[config.mk]
export PLATFORM = sky130hd
export DESIGN_NAME = stsh_ctrl
export DESIGN_NICKNAME = d
export VERILOG_FILES = /design/src/stsh_pkg.sv /design/src/stsh_ctrl.sv
export SDC_FILE = /design/constraint.sdc
export NUM_CORES = 1
export LEC_CHECK = 0
export ABC_AREA = 1
export CELL_PAD_IN_SITES_DETAIL_PLACEMENT = 0
export CELL_PAD_IN_SITES_GLOBAL_PLACEMENT = 1
export CORE_UTILIZATION = 36
export CTS_CLUSTER_SIZE = 20
export DETAILED_ROUTE_END_ITERATION = 8
export DONT_BUFFER_PORTS = 1
export PLACE_DENSITY_LB_ADDON = 0.1
export SLEW_MARGIN = 20
export SYNTH_ARGS = -nofsm -noshare
export SYNTH_HDL_FRONTEND = slang
export SYNTH_SLANG_ARGS = --single-unit
[constraint.sdc]
create_clock -name clk -period 1.3 [get_ports clk]
set_input_delay 0.195 -clock clk [delete_from_list [all_inputs] [get_ports clk]]
set_output_delay 0.195 -clock clk [all_outputs]
set_load 0.01 [all_outputs]
[src/stsh_pkg.sv]
package stsh_pkg;

  localparam int TABLE_DEPTH = 1024;
  localparam int IDX_W       = $clog2(TABLE_DEPTH);
  localparam int CNT_W       = IDX_W + 1;
  localparam int KEY_W       = 64;
  localparam int CMD_W       = 2;

  typedef logic [CMD_W-1:0] cmd_code_t;
  typedef logic [IDX_W-1:0] idx_t;
  typedef logic [CNT_W-1:0] cnt_t;
  typedef logic [KEY_W-1:0] key_t;

  localparam cmd_code_t CMD_LOAD   = 2'd0;
  localparam cmd_code_t CMD_SEARCH = 2'd1;
  localparam cmd_code_t CMD_INVAL  = 2'd2;
  localparam cmd_code_t CMD_RANGE  = 2'd3;

  // read address source for the table
  typedef logic [1:0] rd_sel_t;
  localparam rd_sel_t RD_PROBE  = 2'd0;
  localparam rd_sel_t RD_INC    = 2'd1;
  localparam rd_sel_t RD_HITDEC = 2'd2;
  localparam rd_sel_t RD_DEC    = 2'd3;

  typedef struct packed {
    logic    idle;
    logic    clr_wr;
    logic    ld_wr;
    logic    step;
    rd_sel_t sel;
    logic    go_left;
    logic    go_right;
    logic    set_hit;
    logic    inval_wr;
    logic    set_hi;
    logic    set_lo;
    logic    out_load;
  } stsh_cmd_t;

  typedef struct packed {
    logic      accept;
    cmd_code_t in_cmd;
    cmd_code_t cmd;
    logic      p_zero;
    logic      rd_valid;
    logic      key_eq;
    logic      key_lt;
    logic      pos_next_ok;
    logic      hit_zero;
    logic      pos_zero;
    logic      clr_done;
    logic      out_free;
  } stsh_stat_t;

endpackage

[src/stsh_ctrl.sv]
module stsh_ctrl import stsh_pkg::*; (
  input  logic       clk,
  input  logic       rst,
  input  stsh_stat_t stat,
  output stsh_cmd_t  cmd
);

  localparam logic [3:0] S_CLEAR   = 4'd0;
  localparam logic [3:0] S_IDLE    = 4'd1;
  localparam logic [3:0] S_LOAD    = 4'd2;
  localparam logic [3:0] S_PROBE   = 4'd3;
  localparam logic [3:0] S_CHECK   = 4'd4;
  localparam logic [3:0] S_UP      = 4'd5;
  localparam logic [3:0] S_DNSTART = 4'd6;
  localparam logic [3:0] S_DN      = 4'd7;
  localparam logic [3:0] S_DONE    = 4'd8;

  logic [3:0] state;
  logic [3:0] state_next;

  always_ff @(posedge clk) begin
    if (rst) begin
      state <= S_CLEAR;
    end else begin
      state <= state_next;
    end
  end

  always_comb begin
    cmd        = '0;
    cmd.sel    = RD_PROBE;
    state_next = state;
    unique case (state)
      S_CLEAR: begin
        cmd.clr_wr = 1'b1;
        if (stat.clr_done) state_next = S_IDLE;
      end
      S_IDLE: begin
        cmd.idle = 1'b1;
        if (stat.accept) state_next = (stat.in_cmd == CMD_LOAD) ? S_LOAD : S_PROBE;
      end
      S_LOAD: begin
        cmd.ld_wr  = 1'b1;
        state_next = S_DONE;
      end
      S_PROBE: begin
        if (stat.p_zero) begin
          state_next = S_DONE;
        end else begin
          cmd.step   = 1'b1;
          state_next = S_CHECK;
        end
      end
      S_CHECK: begin
        priority if (!stat.rd_valid) begin
          // skip the hole, or treat the probe as above when the table ends
          if (stat.pos_next_ok) begin
            cmd.step = 1'b1;
            cmd.sel  = RD_INC;
          end else begin
            cmd.go_right = 1'b1;
            state_next   = S_PROBE;
          end
        end else if (stat.key_lt) begin
          cmd.go_left = 1'b1;
          state_next  = S_PROBE;
        end else if (!stat.key_eq) begin
          cmd.go_right = 1'b1;
          state_next   = S_PROBE;
        end else begin
          cmd.set_hit = 1'b1;
          priority if (stat.cmd == CMD_INVAL) begin
            cmd.inval_wr = 1'b1;
            state_next   = S_DONE;
          end else if (stat.cmd == CMD_RANGE) begin
            if (stat.pos_next_ok) begin
              cmd.step   = 1'b1;
              cmd.sel    = RD_INC;
              state_next = S_UP;
            end else begin
              state_next = S_DNSTART;
            end
          end else begin
            state_next = S_DONE;
          end
        end
      end
      S_UP: begin
        if (stat.rd_valid && !stat.key_eq) begin
          state_next = S_DNSTART;
        end else begin
          cmd.set_hi = stat.rd_valid;
          if (stat.pos_next_ok) begin
            cmd.step = 1'b1;
            cmd.sel  = RD_INC;
          end else begin
            state_next = S_DNSTART;
          end
        end
      end
      S_DNSTART: begin
        if (stat.hit_zero) begin
          state_next = S_DONE;
        end else begin
          cmd.step   = 1'b1;
          cmd.sel    = RD_HITDEC;
          state_next = S_DN;
        end
      end
      S_DN: begin
        if (stat.rd_valid && !stat.key_eq) begin
          state_next = S_DONE;
        end else begin
          cmd.set_lo = stat.rd_valid;
          if (!stat.pos_zero) begin
            cmd.step = 1'b1;
            cmd.sel  = RD_DEC;
          end else begin
            state_next = S_DONE;
          end
        end
      end
      S_DONE: begin
        // hold the result until the output register frees up
        if (stat.out_free) begin
          cmd.out_load = 1'b1;
          state_next   = S_IDLE;
        end
      end
      default: state_next = S_IDLE;
    endcase
  end

endmodule

# [Word level (Yosys, flattened, before mapping)]
# Cells that the tools add are included.
[classes] muxes=49 eq_ne=16 reduce_logical=5
[ops] cell="2-to-1 mux 4 bit" n=16
[ops] cell="case mux 4 bit (9 select lines)" n=1
[ops] cell="2-to-1 mux 3 bit" n=11
[ops] cell="== test 4 x 3 -> 1 bit, second input constant" n=4
[ops] cell="2-to-1 mux 1 bit" n=16
[ops] cell="!= test 3 bit, second input constant" n=3
[ops] cell="== test 4 x 2 -> 1 bit, second input constant" n=2
[ops] cell="case mux 2 bit (4 select lines)" n=1
[ops] cell="2-to-1 mux 2 bit" n=3
[ops] cell="!= test 2 bit, second input constant" n=3
[ops] cell="AND reduction 6 bit" n=1
[ops] cell="case mux 1 bit (5 select lines)" n=1
[ops] cell="== test 2 bit, second input constant" n=2
[ops] cell="== test 4 x 1 -> 1 bit, second input constant" n=1
[ops] cell="== test 4 bit, second input constant" n=1
[ops] cell="zero test 4 bit" n=1
[ops] cell="zero test 2 bit" n=1
[ops] cell="logical AND 1 bit" n=1
[ops] cell="zero test 1 bit" n=1
[totals] ff_bits=4 input_bits=16 wordCells=71

# [Depth between registers and ports, before layout]
# Gate-level depths: netlist of the first run.
[logic_depth] ltp_word=7 mapped_depth=9

# [Worst setup path after synthesis of the first run]
# No wires, ideal clock.
[synth_timing] path_type="register -> output" start="register state[2]" end="output cmd[3] in the netlist's numbering" required_ns=1.105 arrival_time_ns=1.042 stages_incl_launch_ff=7 setup_slack_ns=0.063 path_cell_list="dfxtp_1 inv_2 nor2_4 nand2_2 nor2_4 nand2_1 nor2_1"
[synth_rtl] item="from (decl)" line="stsh_ctrl.sv:18" text="logic [3:0] state;"
[synth_rtl] item="from (signal assigned)" line="stsh_ctrl.sv:25" text="state <= state_next;"
[synth_rtl] item="to (decl)" line="stsh_ctrl.sv:5" text="output stsh_cmd_t cmd"

==> flow_summary.html, run 1 <==
<table>
<tr><th>Metric</th><th>Value</th></tr>
<tr><th colspan="2">Clock tree</th></tr>
<tr><td>CTS Root Buffer Type</td><td>sky130_fd_sc_hd__clkbuf_4</td></tr>
<tr><td>Number of buffers on the longest clock path</td><td>2</td></tr>
<tr><td>Insertion delay of the later-clocked pin in the worst-skew pair</td><td>0.25 ns</td></tr>
<tr><td>Clock tree from TritonCTS</td><td>built</td></tr>
<tr><td>Count of H-tree levels built during CTS</td><td>1</td></tr>
<tr><td>TritonCTS Sinks</td><td>4</td></tr>
<tr><td>Clock input transition at the sequential cells of the worst setup and hold paths</td><td>0.04 ns</td></tr>
<tr><td>Number of buffers added by the clock tree synthesis step</td><td>3</td></tr>
<tr><th colspan="2">Synthesis</th></tr>
<tr><td>Main combinational cell family by area after synthesis</td><td>simple AND/OR/NAND/NOR gates</td></tr>
<tr><td>Distinct cell type count of the synthesized netlist</td><td>16</td></tr>
<tr><td>Post-synthesis cell type with the largest combined area</td><td>sky130_fd_sc_hd__nand2_1</td></tr>
<tr><td>Cells taking the most area after synthesis</td><td>sky130_fd_sc_hd__nand2_1, sky130_fd_sc_hd__dfxtp_1, sky130_fd_sc_hd__inv_1</td></tr>
<tr><td>Sequential area share after synthesis</td><td>14.71%</td></tr>
<tr><td>Syn_nets</td><td>123</td></tr>
<tr><td>Syn Inst Count</td><td>107</td></tr>
<tr><td>Fraction of the mapped netlist area in compound gates</td><td>8.736%</td></tr>
<tr><td>Syn Area/Cell</td><td>5.087 um2</td></tr>
<tr><td>Adder-cell area share of the yosys netlist</td><td>0%</td></tr>
<tr><td>Multiplexer area fraction after synthesis</td><td>0%</td></tr>
<tr><td>Area share of xor/xnor cells in the synthesized design</td><td>0%</td></tr>
<tr><td>Netlist Area Pre-Place</td><td>544.3 um2</td></tr>
<tr><td>Synthesized flop and latch total</td><td>4</td></tr>
<tr><td>Area share of and/or/nand/nor cells after synthesis</td><td>61.38%</td></tr>
<tr><td>Total of warnings raised by yosys</td><td>0</td></tr>
<tr><td>Share of Yosys cell area claimed by the top area cell type</td><td>15.86%</td></tr>
<tr><th colspan="2">Hold path</th></tr>
<tr><td>Worst Hold End</td><td>state[1]</td></tr>
<tr><td>Hold path startpoint</td><td>rst</td></tr>
<tr><td>Hold depth</td><td>1</td></tr>
<tr><td>Worst hold path class</td><td>in -&gt; reg</td></tr>
<tr><th colspan="2">Critical path</th></tr>
<tr><td>Critical path's largest stage delay</td><td>0.35 ns</td></tr>
<tr><td>Gate family responsible for the most delay along the worst path</td><td>simple AND/OR/NAND/NOR gates</td></tr>
<tr><td>Slowest-stage cell, CP</td><td>sky130_fd_sc_hd__dfxtp_2</td></tr>
<tr><td>Critical R2R Capture</td><td>state[2]</td></tr>
<tr><td>Crit path cell chain</td><td>inv_2, nor2_4, nand2_2, nor2_4, nor2_4, nand4_1</td></tr>
<tr><td>Flop2flop setup slack</td><td>-0.12 ns</td></tr>
<tr><td>Worst Path Arrival</td><td>1.34 ns</td></tr>
<tr><td>Number of stages on the worst setup path</td><td>6</td></tr>
<tr><td>Worst Path Buf+Inv</td><td>1</td></tr>
<tr><td>Worst-case reg-to-reg path depth</td><td>9</td></tr>
<tr><td>Critical path data required time</td><td>1.11 ns</td></tr>
<tr><td>Path type of the worst setup path</td><td>reg -&gt; out</td></tr>
<tr><td>Peak fanout along the critical path</td><td>6</td></tr>
<tr><td>Startpoint of the worst setup timing path</td><td>state[2]</td></tr>
<tr><td>R2r startpoint</td><td>state[2]</td></tr>
<tr><td>CP dominant cell by count</td><td>sky130_fd_sc_hd__nor2_4</td></tr>
<tr><td>CP endpoint kind</td><td>output port</td></tr>
<tr><td>Startpoint types</td><td>flop</td></tr>
<tr><th colspan="2">Pwr</th></tr>
<tr><td>Maximum vdd drop</td><td>652.4 uV</td></tr>
<tr><td>Leak</td><td>0.4376 nW</td></tr>
<tr><td>Pwr dens</td><td>1084 mW/mm2</td></tr>
<tr><th colspan="2">Finish</th></tr>
<tr><td>Most common cell after layout, fill and taps aside</td><td>sky130_fd_sc_hd__nand2_1</td></tr>
<tr><td>Diodes inserted</td><td>0</td></tr>
<tr><td>Layout cell share with drive strength beyond 1</td><td>43.75%</td></tr>
<tr><td>Most flops, register</td><td>state</td></tr>
<tr><td>Commonest non-fill, non-tap cells in the layout</td><td>sky130_fd_sc_hd__nand2_1, sky130_fd_sc_hd__inv_1, sky130_fd_sc_hd__buf_4</td></tr>
<tr><td>Final-stage net count</td><td>146</td></tr>
<tr><td>Fill count</td><td>131</td></tr>
<tr><td>Signed area change from the synthesized netlist to the final layout</td><td>57.93%</td></tr>
<tr><td>Top Registers</td><td>state: 4 flops</td></tr>
<tr><td>Number of flip-flops in the largest register</td><td>4</td></tr>
<tr><th colspan="2">Floorplanning</th></tr>
<tr><td>DIE AREA</td><td>0.001671 mm2</td></tr>
<tr><td>Floorplan die width</td><td>40.88 um</td></tr>
<tr><td>Placement Rows</td><td>13</td></tr>
<tr><td>Initial Utilization</td><td>40.32%</td></tr>
<tr><td>Height of the die</td><td>40.88 um</td></tr>
<tr><td>Number of I/O pins</td><td>29</td></tr>
<tr><td>Std-Cell Core Area</td><td>0.001350 mm2</td></tr>
<tr><th colspan="2">Place</th></tr>
<tr><td>Final Wtd Congestion</td><td>0.8613</td></tr>
<tr><td>Detailed-placement wirelength estimate</td><td>1.333 mm</td></tr>
<tr><td>Number of input and output port buffers inserted</td><td>0</td></tr>
<tr><th colspan="2">Routing</th></tr>
<tr><td>Drt drc</td><td>0</td></tr>
<tr><td>Starting DRC count in detailed routing</td><td>7</td></tr>
<tr><td>Routed wirelength normalized by instance count</td><td>12.36 um</td></tr>
<tr><td>Number of nets with antenna violations after detailed routing</td><td>0</td></tr>
<tr><td>Via count</td><td>728</td></tr>
<tr><td>Number of iterations in the first detailed-routing pass</td><td>4</td></tr>
<tr><td>Avg Vias per Cell</td><td>5.091</td></tr>
<tr><td>Total Wirelength</td><td>1.768 mm</td></tr>
<tr><th colspan="2">Timing</th></tr>
<tr><td>RSZ-0062 raised after global routing</td><td>true</td></tr>
<tr><td>Final hold violation count</td><td>0</td></tr>
<tr><td>Final critical-path share of the clock period</td><td>118.1%</td></tr>
<tr><td>Fmax</td><td>651.3 MHz</td></tr>
<tr><td>Transition time of the tightest slew-check pin</td><td>0.3184 ns</td></tr>
<tr><td>Number of pins with negative max-slew slack in the final report</td><td>0</td></tr>
<tr><td>Setup total negative slack</td><td>-1.707 ns</td></tr>
<tr><td>Slew headroom</td><td>78.70%</td></tr>
<tr><td>Worst clock skew</td><td>0.008762 ns</td></tr>
<tr><td>Fin worst setup slack</td><td>-0.2354 ns</td></tr>
<tr><td>Minimum period implied by the final worst setup slack</td><td>1.535 ns</td></tr>
<tr><td>Final-report setup violation count</td><td>14</td></tr>
<tr><td>Fin Hold WS</td><td>0.01473 ns</td></tr>
<tr><th colspan="2">Global routing</th></tr>
<tr><td>Number of global-route vias before repair</td><td>621</td></tr>
<tr><td>Antenna violations before repair</td><td>0</td></tr>
<tr><td>Maximum number of pins on one net before global-route repair</td><td>7</td></tr>
<tr><td>Final global-route overflow total</td><td>0</td></tr>
<tr><td>Aggregate global-route resource usage</td><td>23.88%</td></tr>
<tr><td>First-pass GRT wire length</td><td>2.546 mm</td></tr>
<tr><th colspan="2">Run status</th></tr>
<tr><td>Outcome</td><td>finished with violations</td></tr>
<tr><td>Violated checks</td><td>negative setup slack</td></tr>
<tr><th colspan="2">Run</th></tr>
<tr><td>Number of violations of the max-capacitance limit</td><td>0</td></tr>
</table>
metrics by stage:
| step | total power, mW | util, % | area (um2) | std cells | worst slack, ns |
|---|---|---|---|---|---|
| after floorplan | 0.4669 | - | 544.3 | 107 | 0.06276 |
| final | 0.9322 | 63.67 | 859.6 | 143 | -0.2354 |
| after detailed placement | 0.5899 | 48.93 | 660.6 | 135 | -0.003007 |
| after CTS | 0.8727 | 58.02 | 783.3 | 139 | -0.2076 |
| after global placement | 0.5821 | 48.93 | 660.6 | 135 | 0.02188 |
| after global routing | 1.002 | 63.67 | 859.6 | 143 | -0.2900 |
metal layers:
layer / track usage, % / share of wire, %
met4: 7.500 / 1.2
met1: 31.82 / 46
met5: 0 / 0
met3: 4.891 / 4.8
met2: 37.89 / 48
where the power goes:
group	total, mW	switching, mW	internal [mW]
combinational	0.563	0.337	0.226
clock	0.169	0.0653	0.104
sequential	0.199	0.0410	0.158
total	0.932	0.443	0.489
synth_stat cells:
master and number:
sky130_fd_sc_hd__nand2_1 23, sky130_fd_sc_hd__inv_1 21, sky130_fd_sc_hd__nor2_1 21, sky130_fd_sc_hd__nand3_1 10, sky130_fd_sc_hd__nor3_1 5, sky130_fd_sc_hd__a21oi_1 4
sky130_fd_sc_hd__dfxtp_1 4, sky130_fd_sc_hd__o21ai_0 4, sky130_fd_sc_hd__nand2_2 3, sky130_fd_sc_hd__nor2_2 3, sky130_fd_sc_hd__nand3b_1 2, sky130_fd_sc_hd__nand4_1 2
sky130_fd_sc_hd__nor2_4 2, sky130_fd_sc_hd__inv_2 1, sky130_fd_sc_hd__nor4_1 1, sky130_fd_sc_hd__o31ai_1 1
worst max-delay path by stage:
| stage | end | slack [ns] |
|---|---|---|
| after floorplan | cmd[3] | 0.06 |
| after global placement | cmd[9] | 0.02 |
| after detailed placement | cmd[9] | -0.003 |
| after CTS | cmd[9] | -0.21 |
| after global routing | cmd[9] | -0.29 |
| final | cmd[9] | -0.24 |
cell families (layout without fill, tap and decap cells):
family | count (synthesis) | after routing
DFF | 4 | 4
buffers and inverters | 22 | 43
AOI/OAI and AO/OA | 9 | 9
and+or+nand+nor | 72 | 72
what timing repair did:
action,4_1_cts,5_1_grt
setup endpoints to repair,15,17
resized for setup,30,13
hold endpoints to repair,0,2
buffers inserted,1,3
pin swaps,7,11
hold buffers,0,1
worst reg2reg max path, cell delays in order (launching register included):
cell	delay, ns
sky130_fd_sc_hd__dfxtp_2	0.35
sky130_fd_sc_hd__inv_2	0.05
sky130_fd_sc_hd__nor2_4	0.20
sky130_fd_sc_hd__nand2_2	0.12
sky130_fd_sc_hd__nor2_4	0.14
sky130_fd_sc_hd__nor2_4	0.06
sky130_fd_sc_hd__buf_4	0.14
sky130_fd_sc_hd__a21oi_2	0.13
sky130_fd_sc_hd__nor2_1	0.06
sky130_fd_sc_hd__nor2_1	0.09
cell type report:
class | count | area [um2] | area share [%]
Multi-Input combinational cell | 81 | 495.5 | 57.64
Timing Repair Buffer | 18 | 152.6 | 17.76
Sequential cell | 4 | 87.58 | 10.19
Inverter | 22 | 82.58 | 9.607
Clock buffer | 3 | 22.52 | 2.620
Tap cell | 15 | 18.77 | 2.183
(Power assumes the default switching activity.)
==> run 2, diff against run 1 <==
--- a/config.mk
+++ b/config.mk
@@ -12,7 +12,7 @@
 export CTS_CLUSTER_SIZE = 20
 export DETAILED_ROUTE_END_ITERATION = 8
 export DONT_BUFFER_PORTS = 1
-export PLACE_DENSITY_LB_ADDON = 0.1
+export PLACE_DENSITY_LB_ADDON = 0.12
 export SLEW_MARGIN = 20
 export SYNTH_ARGS = -nofsm -noshare
 export SYNTH_HDL_FRONTEND = slang
==> run 2 against run 1 <==
The flow still finishes with violations (negative setup slack). Worst setup slack gained 0.078 ns. Hold slack better by 0.0013 ns. Design area up 0.15%. Clock power is 8% lower. First-iteration DRC count grew to 3.4 times the previous value. Register-to-register slack better by 0.08 ns. Via count grew 0.14%. Non-clock buffer count up 1. Clock skew decreased by 0.0086 ns. Sequential share of layout area is 0.13 points higher. Largest cell class unchanged.
==> flow_summary.html, run 2 (synthesized netlist as in run 1, its figures left out) <==
<table>
<tr><th>Metric</th><th>Value</th></tr>
<tr><th colspan="2">Run status</th></tr>
<tr><td>Outcome</td><td>finished with violations (unchanged)</td></tr>
<tr><td>Violated checks</td><td>negative setup slack (unchanged)</td></tr>
<tr><th colspan="2">Routing</th></tr>
<tr><td>Total Wirelength</td><td>1.784 mm (was 1.768 mm)</td></tr>
<tr><td>Starting DRC count in detailed routing</td><td>24 (was 7)</td></tr>
<tr><td>Number of nets with antenna violations after detailed routing</td><td>0 (unchanged)</td></tr>
<tr><td>Via count</td><td>729 (was 728)</td></tr>
<tr><td>Avg Vias per Cell</td><td>5.063 (was 5.091)</td></tr>
<tr><td>Drt drc</td><td>0 (unchanged)</td></tr>
<tr><td>Routed wirelength normalized by instance count</td><td>12.39 um (was 12.36 um)</td></tr>
<tr><td>Number of iterations in the first detailed-routing pass</td><td>4 (unchanged)</td></tr>
<tr><th colspan="2">Critical path</th></tr>
<tr><td>Flop2flop setup slack</td><td>-0.04 ns (was -0.12 ns)</td></tr>
<tr><td>Slowest-stage cell, CP</td><td>sky130_fd_sc_hd__dfxtp_1 (was sky130_fd_sc_hd__dfxtp_2)</td></tr>
<tr><td>Critical R2R Capture</td><td>state[0] (was state[2])</td></tr>
<tr><td>Path type of the worst setup path</td><td>reg -&gt; out (unchanged)</td></tr>
<tr><td>Critical path's largest stage delay</td><td>0.41 ns (was 0.35 ns)</td></tr>
<tr><td>CP dominant cell by count</td><td>sky130_fd_sc_hd__nor2_4 (unchanged)</td></tr>
<tr><td>Worst Path Arrival</td><td>1.26 ns (was 1.34 ns)</td></tr>
<tr><td>Capturing element of the worst setup path</td><td>cmd[9] (unchanged)</td></tr>
<tr><td>Startpoint types</td><td>flop (unchanged)</td></tr>
<tr><td>CP endpoint kind</td><td>output port (unchanged)</td></tr>
<tr><td>Startpoint of the worst setup timing path</td><td>state[3] (was state[2])</td></tr>
<tr><td>Peak fanout along the critical path</td><td>6 (unchanged)</td></tr>
<tr><td>Worst-case reg-to-reg path depth</td><td>8 (was 9)</td></tr>
<tr><td>R2r startpoint</td><td>state[3] (was state[2])</td></tr>
<tr><td>Critical path data required time</td><td>1.11 ns (about the same)</td></tr>
<tr><td>Crit path cell chain</td><td>nor2_4, nand2_2, nor2_4, nor2_2, nand4_1 (was inv_2, nor2_4, nand2_2, nor2_4, nor2_4, nand4_1)</td></tr>
<tr><th colspan="2">Finish</th></tr>
<tr><td>Fill count</td><td>140 (was 131)</td></tr>
<tr><td>Final-stage net count</td><td>147 (was 146)</td></tr>
<tr><td>Diodes inserted</td><td>0 (unchanged)</td></tr>
<tr><td>Non-filler instance count after layout</td><td>144 (was 143)</td></tr>
<tr><td>Utilization after layout</td><td>63.76% (was 63.67%)</td></tr>
<tr><td>Most flops, register</td><td>state (unchanged)</td></tr>
<tr><td>Top Registers</td><td>state: 4 flops (unchanged)</td></tr>
<tr><td>Commonest non-fill, non-tap cells in the layout</td><td>sky130_fd_sc_hd__nand2_1, sky130_fd_sc_hd__inv_1, sky130_fd_sc_hd__buf_4 (unchanged)</td></tr>
<tr><td>Layout cell share with drive strength beyond 1</td><td>44.19% (was 43.75%)</td></tr>
<tr><td>Signed area change from the synthesized netlist to the final layout</td><td>58.16% (was 57.93%)</td></tr>
<tr><td>Number of flip-flops in the largest register</td><td>4 (unchanged)</td></tr>
<tr><td>Most common cell after layout, fill and taps aside</td><td>sky130_fd_sc_hd__nand2_1 (unchanged)</td></tr>
<tr><th colspan="2">Clock tree</th></tr>
<tr><td>CTS Root Buffer Type</td><td>sky130_fd_sc_hd__clkbuf_4 (unchanged)</td></tr>
<tr><td>Number of hold buffers added after CTS</td><td>0 (unchanged)</td></tr>
<tr><td>Number of buffers on the longest clock path</td><td>2 (unchanged)</td></tr>
<tr><td>Clock tree from TritonCTS</td><td>built (unchanged)</td></tr>
<tr><td>Clock input transition at the sequential cells of the worst setup and hold paths</td><td>0.04 ns (about the same)</td></tr>
<tr><td>TritonCTS Sinks</td><td>4 (unchanged)</td></tr>
<tr><td>Count of H-tree levels built during CTS</td><td>1 (unchanged)</td></tr>
<tr><td>Number of buffers added by the clock tree synthesis step</td><td>3 (unchanged)</td></tr>
<tr><td>Insertion delay of the later-clocked pin in the worst-skew pair</td><td>0.23 ns (was 0.25 ns)</td></tr>
<tr><th colspan="2">Floorplanning</th></tr>
<tr><td>Number of I/O pins</td><td>29 (unchanged)</td></tr>
<tr><td>DIE AREA</td><td>0.001671 mm2 (unchanged)</td></tr>
<tr><td>Height of the die</td><td>40.88 um (unchanged)</td></tr>
<tr><td>Std-Cell Core Area</td><td>0.001350 mm2 (unchanged)</td></tr>
<tr><td>Initial Utilization</td><td>40.32% (unchanged)</td></tr>
<tr><td>Floorplan die width</td><td>40.88 um (unchanged)</td></tr>
<tr><td>Placement Rows</td><td>13 (unchanged)</td></tr>
<tr><th colspan="2">Timing</th></tr>
<tr><td>RSZ-0062 raised after global routing</td><td>true (unchanged)</td></tr>
<tr><td>Final hold violation count</td><td>0 (unchanged)</td></tr>
<tr><td>Transition time of the tightest slew-check pin</td><td>0.3006 ns (was 0.3184 ns)</td></tr>
<tr><td>Final critical-path share of the clock period</td><td>112.1% (was 118.1%)</td></tr>
<tr><td>Number of pins with negative max-slew slack in the final report</td><td>0 (unchanged)</td></tr>
<tr><td>Fmax</td><td>686.0 MHz (was 651.3 MHz)</td></tr>
<tr><td>Final-report setup violation count</td><td>14 (unchanged)</td></tr>
<tr><td>Setup total negative slack</td><td>-1.156 ns (was -1.707 ns)</td></tr>
<tr><td>Fin Hold WS</td><td>0.01601 ns (was 0.01473 ns)</td></tr>
<tr><td>Fin worst setup slack</td><td>-0.1578 ns (was -0.2354 ns)</td></tr>
<tr><td>Slew headroom</td><td>79.89% (was 78.70%)</td></tr>
<tr><td>Worst clock skew</td><td>0.0001297 ns (was 0.008762 ns)</td></tr>
<tr><td>Minimum period implied by the final worst setup slack</td><td>1.458 ns (was 1.535 ns)</td></tr>
<tr><th colspan="2">Global routing</th></tr>
<tr><td>First-pass GRT wire length</td><td>2.594 mm (was 2.546 mm)</td></tr>
<tr><td>Antenna violations before repair</td><td>0 (unchanged)</td></tr>
<tr><td>Number of global-route vias before repair</td><td>638 (was 621)</td></tr>
<tr><td>Final global-route overflow total</td><td>0 (unchanged)</td></tr>
<tr><td>Aggregate global-route resource usage</td><td>24.13% (was 23.88%)</td></tr>
<tr><td>Maximum number of pins on one net before global-route repair</td><td>7 (unchanged)</td></tr>
<tr><th colspan="2">Pwr</th></tr>
<tr><td>Total Power</td><td>0.9200 mW (was 0.9322 mW)</td></tr>
<tr><td>Maximum vdd drop</td><td>880.6 uV (was 652.4 uV)</td></tr>
<tr><td>Leak</td><td>0.4477 nW (was 0.4376 nW)</td></tr>
<tr><td>Pwr dens</td><td>1069 mW/mm2 (was 1084 mW/mm2)</td></tr>
<tr><th colspan="2">Place</th></tr>
<tr><td>Number of instances in the placed design</td><td>131 (was 135)</td></tr>
<tr><td>Number of input and output port buffers inserted</td><td>0 (unchanged)</td></tr>
<tr><td>Detailed-placement wirelength estimate</td><td>1.293 mm (was 1.333 mm)</td></tr>
<tr><td>Final Wtd Congestion</td><td>0.8395 (was 0.8613)</td></tr>
<tr><th colspan="2">Hold path</th></tr>
<tr><td>Worst hold path class</td><td>in -&gt; reg (unchanged)</td></tr>
<tr><td>Hold path startpoint</td><td>rst (unchanged)</td></tr>
<tr><td>Hold depth</td><td>1 (unchanged)</td></tr>
<tr><th colspan="2">Run</th></tr>
<tr><td>Number of violations of the max-capacitance limit</td><td>0 (unchanged)</td></tr>
</table>
==> run 2: changes by cell type in the layout (fill, tap and decap cells not counted), sizes merged <==
cell | previous run | this run
buf | 17 | 19
dlygate4sd3 | 1 | 0
==> run 2: how the worst min path moves through the flow <==
| stage | to | slack (ns) |
|---|---|---|
| finish | state[1] | 0.02 |
| global route | state[1] | 0.001 |
| CTS | state[1] | 0.008 |
| detailed placement | state[1] | 0.27 |
| global placement | state[1] | 0.27 |
| floorplan | state[1] | 0.26 |
==> run 2: cell type report <==
cell class              instances  area, um2  share of cell area [%]
multi-input cells              81      494.2                   57.41
repair buffers                 19      153.9                   17.88
flip-flops and latches          4      88.84                   10.32
inverters                      22      82.58                   9.593
clock buffers                   3      22.52                   2.616
well taps                      15      18.77                   2.180
==> run 2: layer usage <==
layer | vias up | track usage, % | wire (um)
li1 | 378 | - | -
met1 | 324 | 31.60 | 835
met2 | 25 | 39.45 | 839
met3 | 2 | 5.978 | 93
met4 | 0 | 5.000 | 14
met5 | - | 0 | 0
==> run 2: worst max-delay path: cells and delay by family, from the launching register on <==
kind	cells	cell delay [ns]
flip-flops	1	0.41
AND/OR/NAND/NOR	5	0.62
==> run 2: timing repair <==
item	4_1_cts	5_1_grt
buffers inserted	9	2
pin swaps	9	7
resized for setup	28	13
endpoints found under the hold margin	0	0
setup endpoints to repair	14	17
==> run 2: where the power goes <==
part           switching, mW  internal, mW  leakage [nW]
Combinational          0.327         0.236         0.399
Sequential            0.0430         0.159        0.0345
Clock                 0.0515         0.103        0.0138
==> run 2: stage by stage <==
step                setup slack, ns  instance area [um2]
floorplan                   0.06276                544.3
finish                      -0.1578                860.8
CTS                         -0.1599                800.8
global placement           -0.03879                630.6
detailed placement         -0.03764                630.6
global route                -0.2259                860.8
